$ cat src/rtl/rfr_pkg.sv
// ----------------------------------------------------------------------------
// rfr_pkg: shared definitions for the serial frame receiver
// Constants, register indexes and the command/status bundles that join the
// controller and the datapath.
// ----------------------------------------------------------------------------
package rfr_pkg;

  localparam int MAX_PAYLOAD = 32;
  localparam int PTR_W       = $clog2(MAX_PAYLOAD);
  localparam int LEN_W       = 6;
  localparam int BYTE_W      = 8;
  localparam int IDX_W       = 5;
  localparam int CFG_IDX_W   = 2;

  localparam logic [BYTE_W-1:0] BROADCAST_ADDR = 8'hFF;

  localparam logic [BYTE_W-1:0] HEADER_RESET   = 8'hAA;
  localparam logic [BYTE_W-1:0] FOOTER_RESET   = 8'h55;
  localparam logic [BYTE_W-1:0] NODE_RESET     = 8'h01;
  localparam logic [LEN_W-1:0]  MAX_LEN_RESET  = LEN_W'(MAX_PAYLOAD);
  localparam logic [LEN_W-1:0]  MAX_LEN_CAP    = LEN_W'(MAX_PAYLOAD);

  localparam logic [CFG_IDX_W-1:0] REG_HEADER  = 2'd0;
  localparam logic [CFG_IDX_W-1:0] REG_FOOTER  = 2'd1;
  localparam logic [CFG_IDX_W-1:0] REG_NODE    = 2'd2;
  localparam logic [CFG_IDX_W-1:0] REG_MAX_LEN = 2'd3;

  // Controller to datapath.
  typedef struct packed {
    logic load_addr;
    logic load_cmd;
    logic load_len;
    logic store_payload;
    logic load_check;
    logic set_pending;
    logic clear_pending;
    logic emit_start;
    logic read;
    logic advance;
  } ctrl_cmd_t;

  // Datapath to controller.
  typedef struct packed {
    logic hdr_match;
    logic addr_ok;
    logic len_ok;
    logic len_zero;
    logic payload_done;
    logic frame_good;
    logic emit_last;
  } dp_status_t;

endpackage

$ cat src/rtl/rfr_ram.sv
// ----------------------------------------------------------------------------
// rfr_ram: generic simple dual-port RAM
// One write port and one read port with registered, enabled read data.
// ----------------------------------------------------------------------------
module rfr_ram #(
  parameter int WIDTH = 8,
  parameter int DEPTH = 32
) (
  input  logic                     clk,
  input  logic                     we,
  input  logic [$clog2(DEPTH)-1:0] waddr,
  input  logic [WIDTH-1:0]         wdata,
  input  logic                     re,
  input  logic [$clog2(DEPTH)-1:0] raddr,
  output logic [WIDTH-1:0]         rdata
);

  logic [WIDTH-1:0] mem [DEPTH];

  always_ff @(posedge clk) begin
    if (we) begin
      mem[waddr] <= wdata;
    end
    if (re) begin
      rdata <= mem[raddr];
    end
  end

endmodule

$ cat src/rtl/rfr_datapath.sv
// ----------------------------------------------------------------------------
// rfr_datapath: frame field registers, checksum and payload store
// Holds configuration, captured header fields, the running XOR, the pending
// flag and the delivery index, and reports comparisons to the controller.
// ----------------------------------------------------------------------------
module rfr_datapath (
  input  logic                              clk,
  input  logic                              rst,
  input  logic                              cfg_we,
  input  logic [rfr_pkg::CFG_IDX_W-1:0]     cfg_index,
  input  logic [rfr_pkg::BYTE_W-1:0]        cfg_data,
  input  logic [rfr_pkg::BYTE_W-1:0]        data_byte,
  input  rfr_pkg::ctrl_cmd_t                cmd,
  output rfr_pkg::dp_status_t               status,
  output logic [rfr_pkg::BYTE_W-1:0]        frame_address,
  output logic [rfr_pkg::BYTE_W-1:0]        frame_command,
  output logic [rfr_pkg::LEN_W-1:0]         frame_length,
  output logic [rfr_pkg::BYTE_W-1:0]        payload_byte,
  output logic [rfr_pkg::IDX_W-1:0]         byte_index,
  output logic                              last
);

  logic [rfr_pkg::BYTE_W-1:0] header_byte;
  logic [rfr_pkg::BYTE_W-1:0] footer_byte;
  logic [rfr_pkg::BYTE_W-1:0] node_address;
  logic [rfr_pkg::LEN_W-1:0]  max_payload;

  logic [rfr_pkg::BYTE_W-1:0] held_address;
  logic [rfr_pkg::BYTE_W-1:0] held_command;
  logic [rfr_pkg::LEN_W-1:0]  held_length;
  logic [rfr_pkg::LEN_W-1:0]  payload_count;
  logic [rfr_pkg::BYTE_W-1:0] running_xor;
  logic [rfr_pkg::BYTE_W-1:0] received_check;
  logic                       frame_pending;
  logic [rfr_pkg::LEN_W-1:0]  emit_idx;

  logic [rfr_pkg::LEN_W-1:0]  length_limit;
  logic [rfr_pkg::LEN_W:0]    count_plus;
  logic [rfr_pkg::LEN_W-1:0]  idx_plus;
  logic [rfr_pkg::BYTE_W-1:0] rdata;

  always_ff @(posedge clk) begin
    if (rst) begin
      header_byte  <= rfr_pkg::HEADER_RESET;
      footer_byte  <= rfr_pkg::FOOTER_RESET;
      node_address <= rfr_pkg::NODE_RESET;
      max_payload  <= rfr_pkg::MAX_LEN_RESET;
    end else if (cfg_we) begin
      case (cfg_index)
        rfr_pkg::REG_HEADER:  header_byte  <= cfg_data;
        rfr_pkg::REG_FOOTER:  footer_byte  <= cfg_data;
        rfr_pkg::REG_NODE:    node_address <= cfg_data;
        rfr_pkg::REG_MAX_LEN: max_payload  <= cfg_data[rfr_pkg::LEN_W-1:0];
        default: ;
      endcase
    end
  end

  assign length_limit = (max_payload > rfr_pkg::MAX_LEN_CAP) ? rfr_pkg::MAX_LEN_CAP
                                                             : max_payload;
  assign count_plus   = {1'b0, payload_count} + 1'b1;
  assign idx_plus     = emit_idx + 1'b1;

  always_ff @(posedge clk) begin
    if (rst) begin
      held_address   <= '0;
      held_command   <= '0;
      held_length    <= '0;
      payload_count  <= '0;
      running_xor    <= '0;
      received_check <= '0;
      frame_pending  <= 1'b0;
      emit_idx       <= '0;
    end else begin
      if (cmd.load_addr) begin
        held_address <= data_byte;
        running_xor  <= data_byte;
      end
      if (cmd.load_cmd) begin
        held_command <= data_byte;
        running_xor  <= running_xor ^ data_byte;
      end
      if (cmd.load_len) begin
        held_length   <= data_byte[rfr_pkg::LEN_W-1:0];
        payload_count <= '0;
        running_xor   <= running_xor ^ data_byte;
      end
      if (cmd.store_payload) begin
        payload_count <= count_plus[rfr_pkg::LEN_W-1:0];
        running_xor   <= running_xor ^ data_byte;
      end
      if (cmd.load_check) begin
        received_check <= data_byte;
      end
      if (cmd.set_pending) begin
        frame_pending <= 1'b1;
      end else if (cmd.clear_pending) begin
        frame_pending <= 1'b0;
      end
      if (cmd.emit_start) begin
        emit_idx <= '0;
      end else if (cmd.advance) begin
        emit_idx <= idx_plus;
      end
    end
  end

  rfr_ram #(
    .WIDTH(rfr_pkg::BYTE_W),
    .DEPTH(rfr_pkg::MAX_PAYLOAD)
  ) u_store (
    .clk  (clk),
    .we   (cmd.store_payload),
    .waddr(payload_count[rfr_pkg::PTR_W-1:0]),
    .wdata(data_byte),
    .re   (cmd.read),
    .raddr(emit_idx[rfr_pkg::PTR_W-1:0]),
    .rdata(rdata)
  );

  always_comb begin
    status.hdr_match    = (data_byte == header_byte);
    status.addr_ok      = (data_byte == node_address) ||
                          (data_byte == rfr_pkg::BROADCAST_ADDR);
    status.len_ok       = (data_byte <= {2'b00, length_limit});
    status.len_zero     = (data_byte == '0);
    status.payload_done = (count_plus >= {1'b0, held_length});
    status.frame_good   = (data_byte == footer_byte) &&
                          (running_xor == received_check) && !frame_pending;
    status.emit_last    = (held_length == '0) || (idx_plus == held_length);
  end

  assign frame_address = held_address;
  assign frame_command = held_command;
  assign frame_length  = held_length;
  assign payload_byte  = (held_length == '0) ? '0 : rdata;
  assign byte_index    = emit_idx[rfr_pkg::IDX_W-1:0];
  assign last          = status.emit_last;

endmodule

$ cat src/rtl/rfr_ctrl.sv
// ----------------------------------------------------------------------------
// rfr_ctrl: frame parser and delivery state machine
// Steps through the frame fields one received byte at a time and then
// sequences the reads of the payload store for result delivery.
// ----------------------------------------------------------------------------
module rfr_ctrl (
  input  logic                clk,
  input  logic                rst,
  input  logic                in_valid,
  input  logic                action,
  input  logic                out_ready,
  input  rfr_pkg::dp_status_t status,
  output logic                in_ready,
  output logic                out_valid,
  output rfr_pkg::ctrl_cmd_t  cmd
);

  typedef enum logic [3:0] {
    S_HEADER,
    S_ADDRESS,
    S_COMMAND,
    S_LENGTH,
    S_PAYLOAD,
    S_CHECK,
    S_FOOTER,
    S_READ,
    S_SHOW
  } state_t;

  state_t state;
  logic   accept;
  logic   byte_acc;

  assign in_ready  = (state != S_READ) && (state != S_SHOW);
  assign out_valid = (state == S_SHOW);
  assign accept    = in_valid && in_ready;
  assign byte_acc  = accept && !action;

  always_comb begin
    cmd = '0;
    cmd.clear_pending = accept && action;
    case (state)
      S_ADDRESS: cmd.load_addr     = byte_acc && status.addr_ok;
      S_COMMAND: cmd.load_cmd      = byte_acc;
      S_LENGTH:  cmd.load_len      = byte_acc && status.len_ok;
      S_PAYLOAD: cmd.store_payload = byte_acc;
      S_CHECK:   cmd.load_check    = byte_acc;
      S_FOOTER: begin
        cmd.set_pending = byte_acc && status.frame_good;
        cmd.emit_start  = byte_acc && status.frame_good;
      end
      S_READ:    cmd.read          = 1'b1;
      S_SHOW:    cmd.advance       = out_ready && !status.emit_last;
      default: ;
    endcase
  end

  always_ff @(posedge clk) begin
    if (rst) begin
      state <= S_HEADER;
    end else begin
      case (state)
        S_HEADER: begin
          if (byte_acc && status.hdr_match) state <= S_ADDRESS;
        end
        S_ADDRESS: begin
          if (byte_acc) state <= status.addr_ok ? S_COMMAND : S_HEADER;
        end
        S_COMMAND: begin
          if (byte_acc) state <= S_LENGTH;
        end
        S_LENGTH: begin
          if (byte_acc) begin
            if (!status.len_ok) state <= S_HEADER;
            else if (status.len_zero) state <= S_CHECK;
            else state <= S_PAYLOAD;
          end
        end
        S_PAYLOAD: begin
          if (byte_acc && status.payload_done) state <= S_CHECK;
        end
        S_CHECK: begin
          if (byte_acc) state <= S_FOOTER;
        end
        S_FOOTER: begin
          if (byte_acc) state <= status.frame_good ? S_READ : S_HEADER;
        end
        S_READ: begin
          state <= S_SHOW;
        end
        S_SHOW: begin
          if (out_ready) state <= status.emit_last ? S_HEADER : S_READ;
        end
        default: begin
          state <= S_HEADER;
        end
      endcase
    end
  end

endmodule

$ cat src/rtl/rs485_frame_receiver.sv
// ----------------------------------------------------------------------------
// rs485_frame_receiver: serial frame parser with XOR checksum
// Parses header/address/command/length/payload/checksum/footer frames and
// delivers each good frame as a run of payload results.
// ----------------------------------------------------------------------------
// Usage: the input channel (in_valid/in_ready) carries one item per received
// byte (action 0) or a consume item (action 1) that releases a pending frame.
// Every input item is taken as soon as it is valid while the block parses, so
// bytes may arrive back to back. Consume items are accepted at any parse step
// and do not disturb the parser.
// When the footer of a good frame is accepted and no frame is pending, the
// block stops taking input and delivers the frame on the output channel
// (out_valid/out_ready): one result per payload byte, or a single result
// with payload_byte 0 for an empty payload. For each result the block first
// reads the payload store (S_READ) and then presents the result (S_SHOW),
// so the first result is offered once the footer is taken and the first
// store read is done; the registered store read sets this pace for every
// result, whether the payload has bytes or is empty.
// If the receiver holds out_ready low, the current result stays on the
// output unchanged and input remains stalled until the last result is taken.
// Bad frames are dropped with no result. Reset (rst, synchronous) restores
// the register defaults, clears the pending flag and returns the parser to
// waiting for a header; the payload store needs no clearing.
// ----------------------------------------------------------------------------
module rs485_frame_receiver (
  input  logic                          clk,
  input  logic                          rst,
  input  logic                          cfg_we,
  input  logic [rfr_pkg::CFG_IDX_W-1:0] cfg_index,
  input  logic [rfr_pkg::BYTE_W-1:0]    cfg_data,
  input  logic                          in_valid,
  output logic                          in_ready,
  input  logic                          action,
  input  logic [rfr_pkg::BYTE_W-1:0]    data_byte,
  output logic                          out_valid,
  input  logic                          out_ready,
  output logic [rfr_pkg::BYTE_W-1:0]    frame_address,
  output logic [rfr_pkg::BYTE_W-1:0]    frame_command,
  output logic [rfr_pkg::LEN_W-1:0]     frame_length,
  output logic [rfr_pkg::BYTE_W-1:0]    payload_byte,
  output logic [rfr_pkg::IDX_W-1:0]     byte_index,
  output logic                          last
);

  // The controller and the datapath talk only through these two bundles.
  rfr_pkg::ctrl_cmd_t  cmd;
  rfr_pkg::dp_status_t status;

  rfr_ctrl u_ctrl (
    .clk      (clk),
    .rst      (rst),
    .in_valid (in_valid),
    .action   (action),
    .out_ready(out_ready),
    .status   (status),
    .in_ready (in_ready),
    .out_valid(out_valid),
    .cmd      (cmd)
  );

  // The datapath holds every field register, the checksum and the store.
  rfr_datapath u_dp (
    .clk          (clk),
    .rst          (rst),
    .cfg_we       (cfg_we),
    .cfg_index    (cfg_index),
    .cfg_data     (cfg_data),
    .data_byte    (data_byte),
    .cmd          (cmd),
    .status       (status),
    .frame_address(frame_address),
    .frame_command(frame_command),
    .frame_length (frame_length),
    .payload_byte (payload_byte),
    .byte_index   (byte_index),
    .last         (last)
  );

endmodule

$ cat config.mk
export PLATFORM = sky130hd
export DESIGN_NAME = rs485_frame_receiver
export DESIGN_NICKNAME = d
export VERILOG_FILES = /design/src/rtl/rfr_pkg.sv /design/src/rtl/rfr_ram.sv /design/src/rtl/rfr_datapath.sv /design/src/rtl/rfr_ctrl.sv /design/src/rtl/rs485_frame_receiver.sv
export SDC_FILE = /design/constraint.sdc
export NUM_CORES = 1
export LEC_CHECK = 0
export BUFFER_PORTS_ARGS = -buffer_cell sky130_fd_sc_hd__buf_2
export CAP_MARGIN = 20
export CORE_MARGIN = 2
export CORE_UTILIZATION = 50
export CTS_CLUSTER_SIZE = 25
export DETAILED_ROUTE_END_ITERATION = 10
export MAX_ROUTING_LAYER = met4
export PLACE_DENSITY = 0.74
export SYNTH_ARGS = -nofsm -noshare
export SYNTH_HDL_FRONTEND = slang
export SYNTH_HIERARCHICAL = 1
export SYNTH_SLANG_ARGS = --single-unit
export TNS_END_PERCENT = 30
$ cat constraint.sdc
create_clock -name clk -period 4.25 [get_ports clk]
set_input_delay 0.85 -clock clk [delete_from_list [all_inputs] [get_ports clk]]
set_output_delay 0.85 -clock clk [all_outputs]
set_load 0.1 [all_outputs]
# After elaboration in Yosys (flattened, before gate mapping)
# Memories as Yosys holds them, arrays and structs flattened. A register that Yosys moved wholly into a read port is not among the register bits.
# Index checks and enable logic that the tools add are counted.
[word_totals]
regBits = 85
ramBits = 256
input_bits = 24
output_inout_bits = 38
wordCells = 111
n_memories = 1
[memory_table]
columns = ["memory", "depth", "width", "read_ports", "rd_ports_with_merged_regs", "write_ports", "line_no", "text"]
rows = [
  ["u_dp.u_store.mem", 32, 8, 1, 1, 1, "rfr_ram.sv:18", "logic [WIDTH-1:0] mem [DEPTH];"],
]
[classes]
n_addsub = 2
order_cmp = 3
n_eq_ne = 27
n_mux = 34
bitwise = 1
n_reduce_logical = 30
[ops]
columns = ["op", "count"]
rows = [
  ["8-bit two-way mux", 5],
  ["4-bit two-way mux", 9],
  ["4-bit case mux with 9 select lines", 1],
  ["8-bit equality test", 4],
  ["6-bit two-way mux", 3],
  ["4-bit by 3-bit equality test with 1-bit output, second input constant", 4],
  ["2-bit by 1-bit != test with 1-bit output, second input constant", 8],
  ["1-bit two-way mux", 13],
  ["1-bit logical AND", 12],
  ["4-bit by 2-bit equality test with 1-bit output, second input constant", 2],
  ["8-bit equality test, second input constant", 1],
  ["8-bit by 6-bit <= comparator with 1-bit output", 1],
  ["8-bit logical NOT", 1],
  ["2-bit AND reduction", 4],
  ["8-bit AND reduction", 1],
  ["8-bit bitwise XOR", 1],
  ["6-bit by 1-bit adder with 7-bit output, second input constant", 1],
  ["7-bit by 6-bit >= comparator with 1-bit output", 1],
  ["6-bit by 1-bit adder with 6-bit output, second input constant", 1],
  ["6-bit equality test", 1],
  ["6-bit > comparator, second input constant", 1],
  ["6-bit logical NOT", 1],
  ["3-bit two-way mux", 2],
  ["2-bit equality test, second input constant", 2],
  ["other kinds (13)", 17],
]

# Longest topological paths before layout
# Gate-level depths: netlist of the first run.
[logic_depth]
word_depth = 10
mapped_depth = 16
ltp_nobuf = 15

# By module
# The synthesis of the first run kept the hierarchy.
[modules_own_cells]
columns = ["mod", "n_inst", "cells_per_inst", "area_per_inst_um2", "seq_area_each_um2"]
rows = [
  ["rfr_ram", 1, 418, 10132.2, 7927.6],
  ["rfr_datapath", 1, 458, 4071.4, 1621.6],
  ["rfr_ctrl", 1, 59, 469.2, 80.1],
]

# Worst setup path before layout of the first run
# OpenSTA, ideal clock, no wires.
[synth_timing]
path_kind = "flip-flop to flip-flop"
from = "register u_dp.held_length, in the netlist u_dp/frame_length[2]"
to = "register u_dp/emit_idx[4] (netlist bit)"
setup_ns = 0.121
arrival_time_ns = 3.874
required_ns = 4.129
path_slack_ns = 0.255
path_stages_with_launch = 12
n_path_buf = 2
synth_period_minus_slack_ns = 3.995
cell_sequence = "dfxtp_1 > inv_1 > o21ai_0 > o221ai_1 > o21a_1 > o21ai_1 > buf_4 > and3b_1 > clkbuf_1 > nand4_1 > xor2_1 > nor2_1"
[synth_lines]
columns = ["item", "line_no", "text"]
rows = [
  ["from (decl)", "rfr_datapath.sv:30", "logic [rfr_pkg::LEN_W-1:0] held_length;"],
  ["from (signal assigned)", "rfr_datapath.sv:84", "held_length <= data_byte[rfr_pkg::LEN_W-1:0];"],
  ["to (signal assigned)", "rfr_datapath.sv:103", "emit_idx <= idx_plus;"],
  ["to (decl)", "rfr_datapath.sv:35", "logic [rfr_pkg::LEN_W-1:0] emit_idx;"],
]

# Worst setup path after layout of the first run
[layout_timing]
from = "register u_dp/emit_idx[3] (netlist bit)"
to = "output last"
[layout_between]
elab_chain_cells = 3
[layout_rtl]
columns = ["item", "line_no", "text"]
rows = [
  ["6-bit by 1-bit adder with 6-bit output", "rfr_datapath.sv:62", "assign idx_plus = emit_idx + 1'b1;"],
  ["6-bit equality test", "rfr_datapath.sv:130", "status.emit_last = (held_length == '0) || (idx_plus == held_length);"],
  ["1-bit logical OR", "rfr_datapath.sv:130", ""],
  ["to (decl)", "rs485_frame_receiver.sv:42", "output logic last"],
]
# Every way passes these cells.

==> impl_metrics.yaml, run 1 <==
cts:
  post-cts-setup-buffers: 0
  clkSinkCount: 349
  ctsRootBufferMaster: "clkbuf_16"
  cts.path.max_buffers: 3
  clk_pin_slew_ns: 0.06
  clock_latency_ns: 0.53
  holdBufCountCts: 0
  cts_max_level: 2
  cts_made_buffers: 36
  cts_resized: 0
  cts_tree: "built"
sta:
  post-route-period-util_pct: 82.6
  finalHoldViolCount: 0
  finalCriticalPeriod_ns: 3.51
  max_freq_mhz: 285
  fin_ws_ns: 0.741
  tightest_slew_ns: 1.04
  skew_ns: 0.0159
  drv_slew: 0
  setup-violations-final: 0
  rsz0062_at_grt: "false"
  maxSlewHeadroom_pct: 30.5
  setup_tns_ns: 0
  worst_hold_slack_ns: 0.474
place:
  place_ws_ns: 0.703
  dp_hpwl_mm: 21.2
  gp_congestion: 0.809
  port_buffers: 61
  dp.cells: 1367
layout:
  layout.cells.non_filler: 1429
  drive_above_1_share_pct: 25.7
  area_delta_synth_final_pct: 12.9
  num-nets-final: 1059
  fillers: 2209
grt:
  grt_pass1_wl_mm: 49.7
  grt_usage_pct: 22.5
  grt-ovfl-total: 0
  grt_start_max_net_pins: 61
  antenna_found_initial: 2
  grt_pass1_vias: 8155
die:
  num_rows: 62
  ioPinCount: 62
  initial_utilization_pct: 51.0
  die_w_um: 175
  coreArea_sq_um: 28800
  die_y_um: 175
  dieArea_sq_um: 30700
power_and_ir_drop:
  p_leak_nw: 5.55
  p_int_mw: 5.42
  pwr-share-comb_pct: 4.4
  swShare_pct: 21.6
  p_per_area_nw_per_um2: 417
  ir_drop_mv: 0.247
  p_switching_mw: 1.49
  clockPowerShare_pct: 41.8
  sequentialPowerShare_pct: 53.8
run_status:
  status: "completed"
drt:
  initialDrtViolationCount: 775
  vias: 8289
  drt_wl_total_mm: 32.8
  routed_via_density: 5.80
  post_drt_wl_per_cell_um: 23.0
  drc: 0
  drt-pass1-iter-count: 5
  ant_nets: 0
worst_setup_path:
  crit_arrival_ns: 2.66
  critical_path_buf_inv_count: 1
  criticalPathCategory: "reg2out"
  slowest_stage: "dfxtp_1"
  critPathRequiredTime_ns: 3.40
  crit_path_end_kind: "output port"
  max_stage_delay_ns: 0.85
  crit_fanout: 15
  crit_family: "flip-flops"
  startpoint_type: "flip-flop"
  path_cells: "nand2_1 -> nor2_1 -> xnor2_1 -> nand4_1 -> o21ai_1 -> buf_2"
synthesis:
  netlist_area_sq_um: 14700
  ys_seq_elements: 349
  synth_cell_types: 54
  synth_edf_count: 264
  ys_async_sr_fraction_pct: 0
  synth_flop_cell: "edfxtp_1"
  synth.avg_cell_area_sq_um: 15.7
  synth_warnings: 6
  syn_nets: 973
  synth_seq_area_share_pct: 65.6
  syn-instance-count: 935
worst_hold_path:
  worstHoldPathType: "reg2reg"
flow_run:
  cap_violations: 0
[cell type report]
type                    count  area (sq um)  area share [%]
flip-flops and latches    349          9630            58.1
multi-input cells         512          4660            28.1
clock buffers              42           933            5.63
repair buffers            108           671            4.05
well taps                 384           480            2.90
clock inverters            19           133           0.800
inverters                  14          52.6           0.317
diodes                      1          2.50          0.0151
[registers in the layout, summed over array words and instances, names as in the netlist]
signal / count
u_dp/frame_length: 6
u_dp/running_xor: 8
u_dp/footer_byte: 8
u_dp/u_store/mem: 256
u_dp/header_byte: 8
u_dp/max_payload: 6
u_dp/payload_count: 6
u_dp/frame_command: 8
u_dp/u_store/rdata: 8
u_ctrl/state: 4
u_dp/received_check: 8
u_dp/emit_idx: 6
u_dp/frame_pending: 1
u_dp/frame_address: 8
u_dp/node_address: 8
[final timing paths]
check / startpoint / cells after the start / slack [ns] / endpoint
hold / removal: u_dp/footer_byte[5]$_SDFFE_PP0P_ / 2 / 0.47 / u_dp/footer_byte[5]$_SDFFE_PP0P_
hold reg to reg: u_dp/footer_byte[5]$_SDFFE_PP0P_ / 2 / 0.47 / u_dp/footer_byte[5]$_SDFFE_PP0P_
setup / recovery: u_dp/emit_idx[3]$_SDFFE_PP0P_ / 6 / 0.74 / last
setup reg to reg: u_ctrl/state[1]$_SDFFE_PP0P_ / 6 / 1.06 / u_dp/u_store/mem[1][7]$_DFFE_PP_
[cell usage in the layout (no fill, tap or decap), drive strengths merged, types with 14 or more instances in the layout]
cell type,Yosys,final
ha,14,14
clkinv,0,14
a21oi,16,16
dfxtp,85,85
inv,14,15
mux4,80,80
clkbuf,23,42
edfxtp,264,264
buf,37,108
mux2i,50,50
nand2,49,49
xnor2,33,33
xor2,24,24
nor2,118,118
[cell usage after synthesis (5+ instances only)]
master / count / share of area, %
and2_1: 8 / 0.34
mux4_2: 80 / 12
nand3b_1: 12 / 0.61
nand4_1: 12 / 0.51
buf_6: 5 / 0.38
nor4_1: 5 / 0.21
inv_1: 14 / 0.36
nand2_1: 41 / 1.0
buf_1: 5 / 0.13
mux2i_1: 50 / 3.4
nor2_1: 118 / 3.0
a211o_1: 6 / 0.36
dfxtp_1: 85 / 12
buf_2: 12 / 0.41
edfxtp_1: 264 / 54
nor2b_1: 7 / 0.30
nor3_1: 5 / 0.17
clkbuf_1: 23 / 0.59
xor2_1: 24 / 1.4
ha_1: 14 / 1.2
mux2_2: 8 / 0.61
nor3b_1: 6 / 0.31
buf_4: 15 / 0.77
nand3_1: 12 / 0.41
nand2b_1: 5 / 0.21
a21oi_1: 16 / 0.55
xnor2_1: 33 / 2.0
nand2_2: 8 / 0.34
[cells by family after synthesis]
logic type	synth area share, %
buffers and inverters	2.63
multiplexers	16.3
AO/OA/AOI/OAI	2.32
adder cells (fa/ha/maj)	1.19
AND/OR/NAND/NOR	8.52
XOR/XNOR	3.40
flip-flops	65.6
[routing by layer]
layer	track usage, %	vias to the layer above	part of all wire, %
met5	-	-	0
met4	5.63	0	2.0
met3	4.52	48	7.6
met2	36.5	302	51
met1	29.4	4239	40
li1	-	3700	-
[metrics by stage]
stage	total power, mW	util (%)	cell area [sq um]
floorplan	3.99	-	14700
global route	7.12	57.6	16600
global placement	4.09	53.9	15500
finish	6.91	57.6	16600
CTS	6.96	57.6	16600
detailed placement	4.09	53.9	15500
[worst register-to-register path, cell delays in order, from the launching register on]
cell	delay, ns
dfxtp_1	0.64
nor4b_4	0.14
nor3_2	0.26
nand3_1	0.16
nor3_1	0.52
nand3b_1	0.38
nor2_1	0.73
[power groups by stage]
stage | clock network [mW] | registers, mW | logic [mW]
after floorplan | 0 | 3.79 | 0.200
after global placement | 0 | 3.79 | 0.299
after detailed placement | 0 | 3.79 | 0.304
after CTS | 2.93 | 3.72 | 0.305
after global routing | 3.07 | 3.72 | 0.334
final | 2.88 | 3.72 | 0.305
(Power assumes the default switching activity.)
==> run 2, diff against run 1 <==
- ABC_AREA: not set -> 1
- PLACE_DENSITY: 0.74 -> 0.76
- clock period: 4.25 -> 3.21 ns (I/O delays scaled with it)
==> impl_metrics.yaml, run 2 <==
run_status:
  status: "completed"
drt:
  routed_via_density: 5.57
  drt_wl_total_mm: 37.4
  post_drt_wl_per_cell_um: 17.9
  drc: 0
  initialDrtViolationCount: 1286
  ant_nets: 0
  drt-pass1-iter-count: 5
  vias: 11600
cts:
  ctsRootBufferMaster: "clkbuf_16"
  holdBufCountCts: 0
  cts_made_buffers: 37
  clkSinkCount: 349
  cts.path.max_buffers: 3
  cts_tree: "built"
  clock_latency_ns: 0.52
  clk_pin_slew_ns: 0.06
  cts_max_level: 2
die:
  die_y_um: 180
  ioPinCount: 62
  dieArea_sq_um: 32200
  initial_utilization_pct: 50.5
  die_w_um: 180
  num_rows: 64
  coreArea_sq_um: 30500
place:
  gp_congestion: 0.860
  place_ws_ns: 0.162
  port_buffers: 61
  dp_hpwl_mm: 23.4
synthesis:
  synth_cell_types: 37
  yosysTopAreaCell: "edfxtp_1"
  synth_edf_count: 264
  ys_seq_elements: 349
  syn_nets: 1612
  synth_top_area_share_pct: 51.4
  synth_commonest_cells: "nand2_1, edfxtp_1, nand3_1, nor2_1, dfxtp_1"
  ys_async_sr_fraction_pct: 0
  netlist_area_sq_um: 15400
  synth.avg_cell_area_sq_um: 9.79
  synth_flop_cell: "edfxtp_1"
  yosys-top-cells-area: "edfxtp_1, nand2_1, dfxtp_1"
  synth_seq_area_share_pct: 62.5
  syn-instance-count: 1574
  yosys.cell_count.top_type: "nand2_1"
  synth_warnings: 6
grt:
  grt_pass1_vias: 11400
  grt_pass1_wl_mm: 59.6
  grt_usage_pct: 23.8
  grt-ovfl-total: 0
  grt_start_max_net_pins: 129
  antenna_found_initial: 1
sta:
  max_freq_mhz: 339
  setup-violations-final: 0
  post-route-period-util_pct: 91.9
  worst_hold_slack_ns: 0.409
  skew_ns: 0.0193
  tightest_slew_ns: 0.750
  fin_ws_ns: 0.261
  finalCriticalPeriod_ns: 2.95
  drv_slew: 0
  maxSlewHeadroom_pct: 49.8
  setup_tns_ns: 0
  rsz0062_at_grt: "false"
  finalHoldViolCount: 0
power_and_ir_drop:
  clockPowerShare_pct: 46.8
  p_int_mw: 7.75
  pwr-share-comb_pct: 2.8
  sequentialPowerShare_pct: 50.4
  p_total_mw: 9.68
  p_switching_mw: 1.93
  p_leak_nw: 6.91
  p_per_area_nw_per_um2: 552
  ir_drop_mv: 0.325
  swShare_pct: 19.9
worst_setup_path:
  critPathLaunch: "u_dp/max_payload[2]$_SDFFE_PP0P_"
  critPathRequiredTime_ns: 3.61
  slowest_stage: "dfxtp_1"
  max_stage_delay_ns: 0.32
  crit_fanout: 8
  crit_path_end_kind: "flip-flop"
  path_cells: "nor3_1 -> nand3_1 -> nand2_1 -> nand2_1 -> ha_1 -> inv_1 -> nor2_1 -> o21ai_0 -> nand2_1 -> nand3_1 -> nand2_1 -> a21oi_4 -> nand3_1 -> nor2_2 -> nor2_4 -> inv_2 -> nor2_1 -> nand2_2 -> nand2_1 -> nor3_1 -> nor2_1"
  crit_arrival_ns: 3.35
  criticalPathCategory: "reg2reg"
  cp_common_cell: "nand2_1"
  startpoint_type: "flip-flop"
  r2r_start: "u_dp/max_payload[2]$_SDFFE_PP0P_"
flow_run:
  cap_violations: 0
layout:
  fin_util_pct: 57.5
  drive_above_1_share_pct: 13.8
  final_common_cell: "nand2_1"
  seqCellArea_sq_um: 9640
  mostFrequentLayoutCells: "nand2_1, edfxtp_1, nand3_1"
  fillers: 2545
  num-nets-final: 1700
  largest_register: "u_dp/u_store/mem"
  largest_reg_flops: 256
  diodes: 0
  area_delta_synth_final_pct: 13.8
  multiInputGateArea_sq_um: 4910
worst_hold_path:
  hold_path.startpoint: "cfg_data[6]"
  worstHoldPathType: "in2reg"
[run 2: cell count changes after synthesis, sizes merged, moves of 9 or more]
cell / previous run / this run
xor2: 24 / 3
mux2i: 50 / 0
nand3: 12 / 241
buf: 37 / 60
mux4: 80 / 0
nor3: 6 / 18
xnor2: 33 / 15
nor2: 118 / 103
inv: 14 / 86
o21ai: 5 / 71
a21oi: 16 / 65
nand2: 49 / 501
nand3b: 12 / 3
[run 2: cell families after synthesis]
family / Yosys count / synth area share, %
AND/OR/NAND/NOR: 886 / 24.8
flip-flops: 349 / 62.5
buffers and inverters: 165 / 5.74
AO/OA/AOI/OAI: 142 / 4.86
XOR/XNOR: 18 / 1.02
adder cells (fa/ha/maj): 14 / 1.14
[run 2: power by group through the flow]
stage | clock [mW] | sequential [mW] | combinational [mW]
4_1_cts | 4.58 | 4.88 | 0.265
5_1_grt | 4.78 | 4.88 | 0.295
2_1_floorplan | 0 | 4.98 | 0.123
3_3_place_gp | 0 | 4.97 | 0.253
3_5_place_dp | 0 | 4.97 | 0.262
6_report | 4.53 | 4.88 | 0.269
[run 2: path summary, 6_finish.rpt]
path                                                          end  slack (ns)  depth (start not counted)
worst max-delay path             u_dp/running_xor[5]$_SDFFE_PP0P_        0.26                         21
worst min-delay path             u_dp/footer_byte[6]$_SDFFE_PP1P_        0.41                          3
worst max register to register   u_dp/running_xor[5]$_SDFFE_PP0P_        0.26                         21
worst min register to register  u_dp/node_address[3]$_SDFFE_PP0P_        0.48                          2
[run 2: timing repair]
| item | CTS | global route |
|---|---|---|
| gates resized for setup | 0 | 3 |
| hold endpoints to repair | 0 | 0 |
| buffers inserted | 0 | 1 |
| setup endpoints to repair | 0 | 8 |
[run 2: layout make-up]
class,count,share of cell area [%]
inverter,89,1.93
clock inverter,23,1.71
clock buffer,45,5.75
timing repair buffer,125,4.78
multi-input combinational,1060,28.0
sequential,349,55.0
tap,396,2.83
[run 2: critical path: cells and delay by family, from the launching register on]
family | cells | cell delay [ns]
fa+ha+maj | 1 | 0.27
flops | 1 | 0.32
compound gates | 2 | 0.34
buf+inv | 2 | 0.16
simple gates | 16 | 1.76
[run 2: routing by layer]
layer	global-route usage [%]	wire length (um)	up-vias
li1	-	-	5520
met3	3.10	2320	100
met1	28.9	15000	5555
met2	40.1	18700	456
met5	-	0	-
met4	10.1	1460	0
[run 2: per-stage QoR]
step | std cells | area [sq um]
global placement | 2018 | 16200
floorplan | 1574 | 15400
detailed placement | 2018 | 16200
CTS | 2086 | 17500
finish | 2087 | 17500
global route | 2087 | 17500
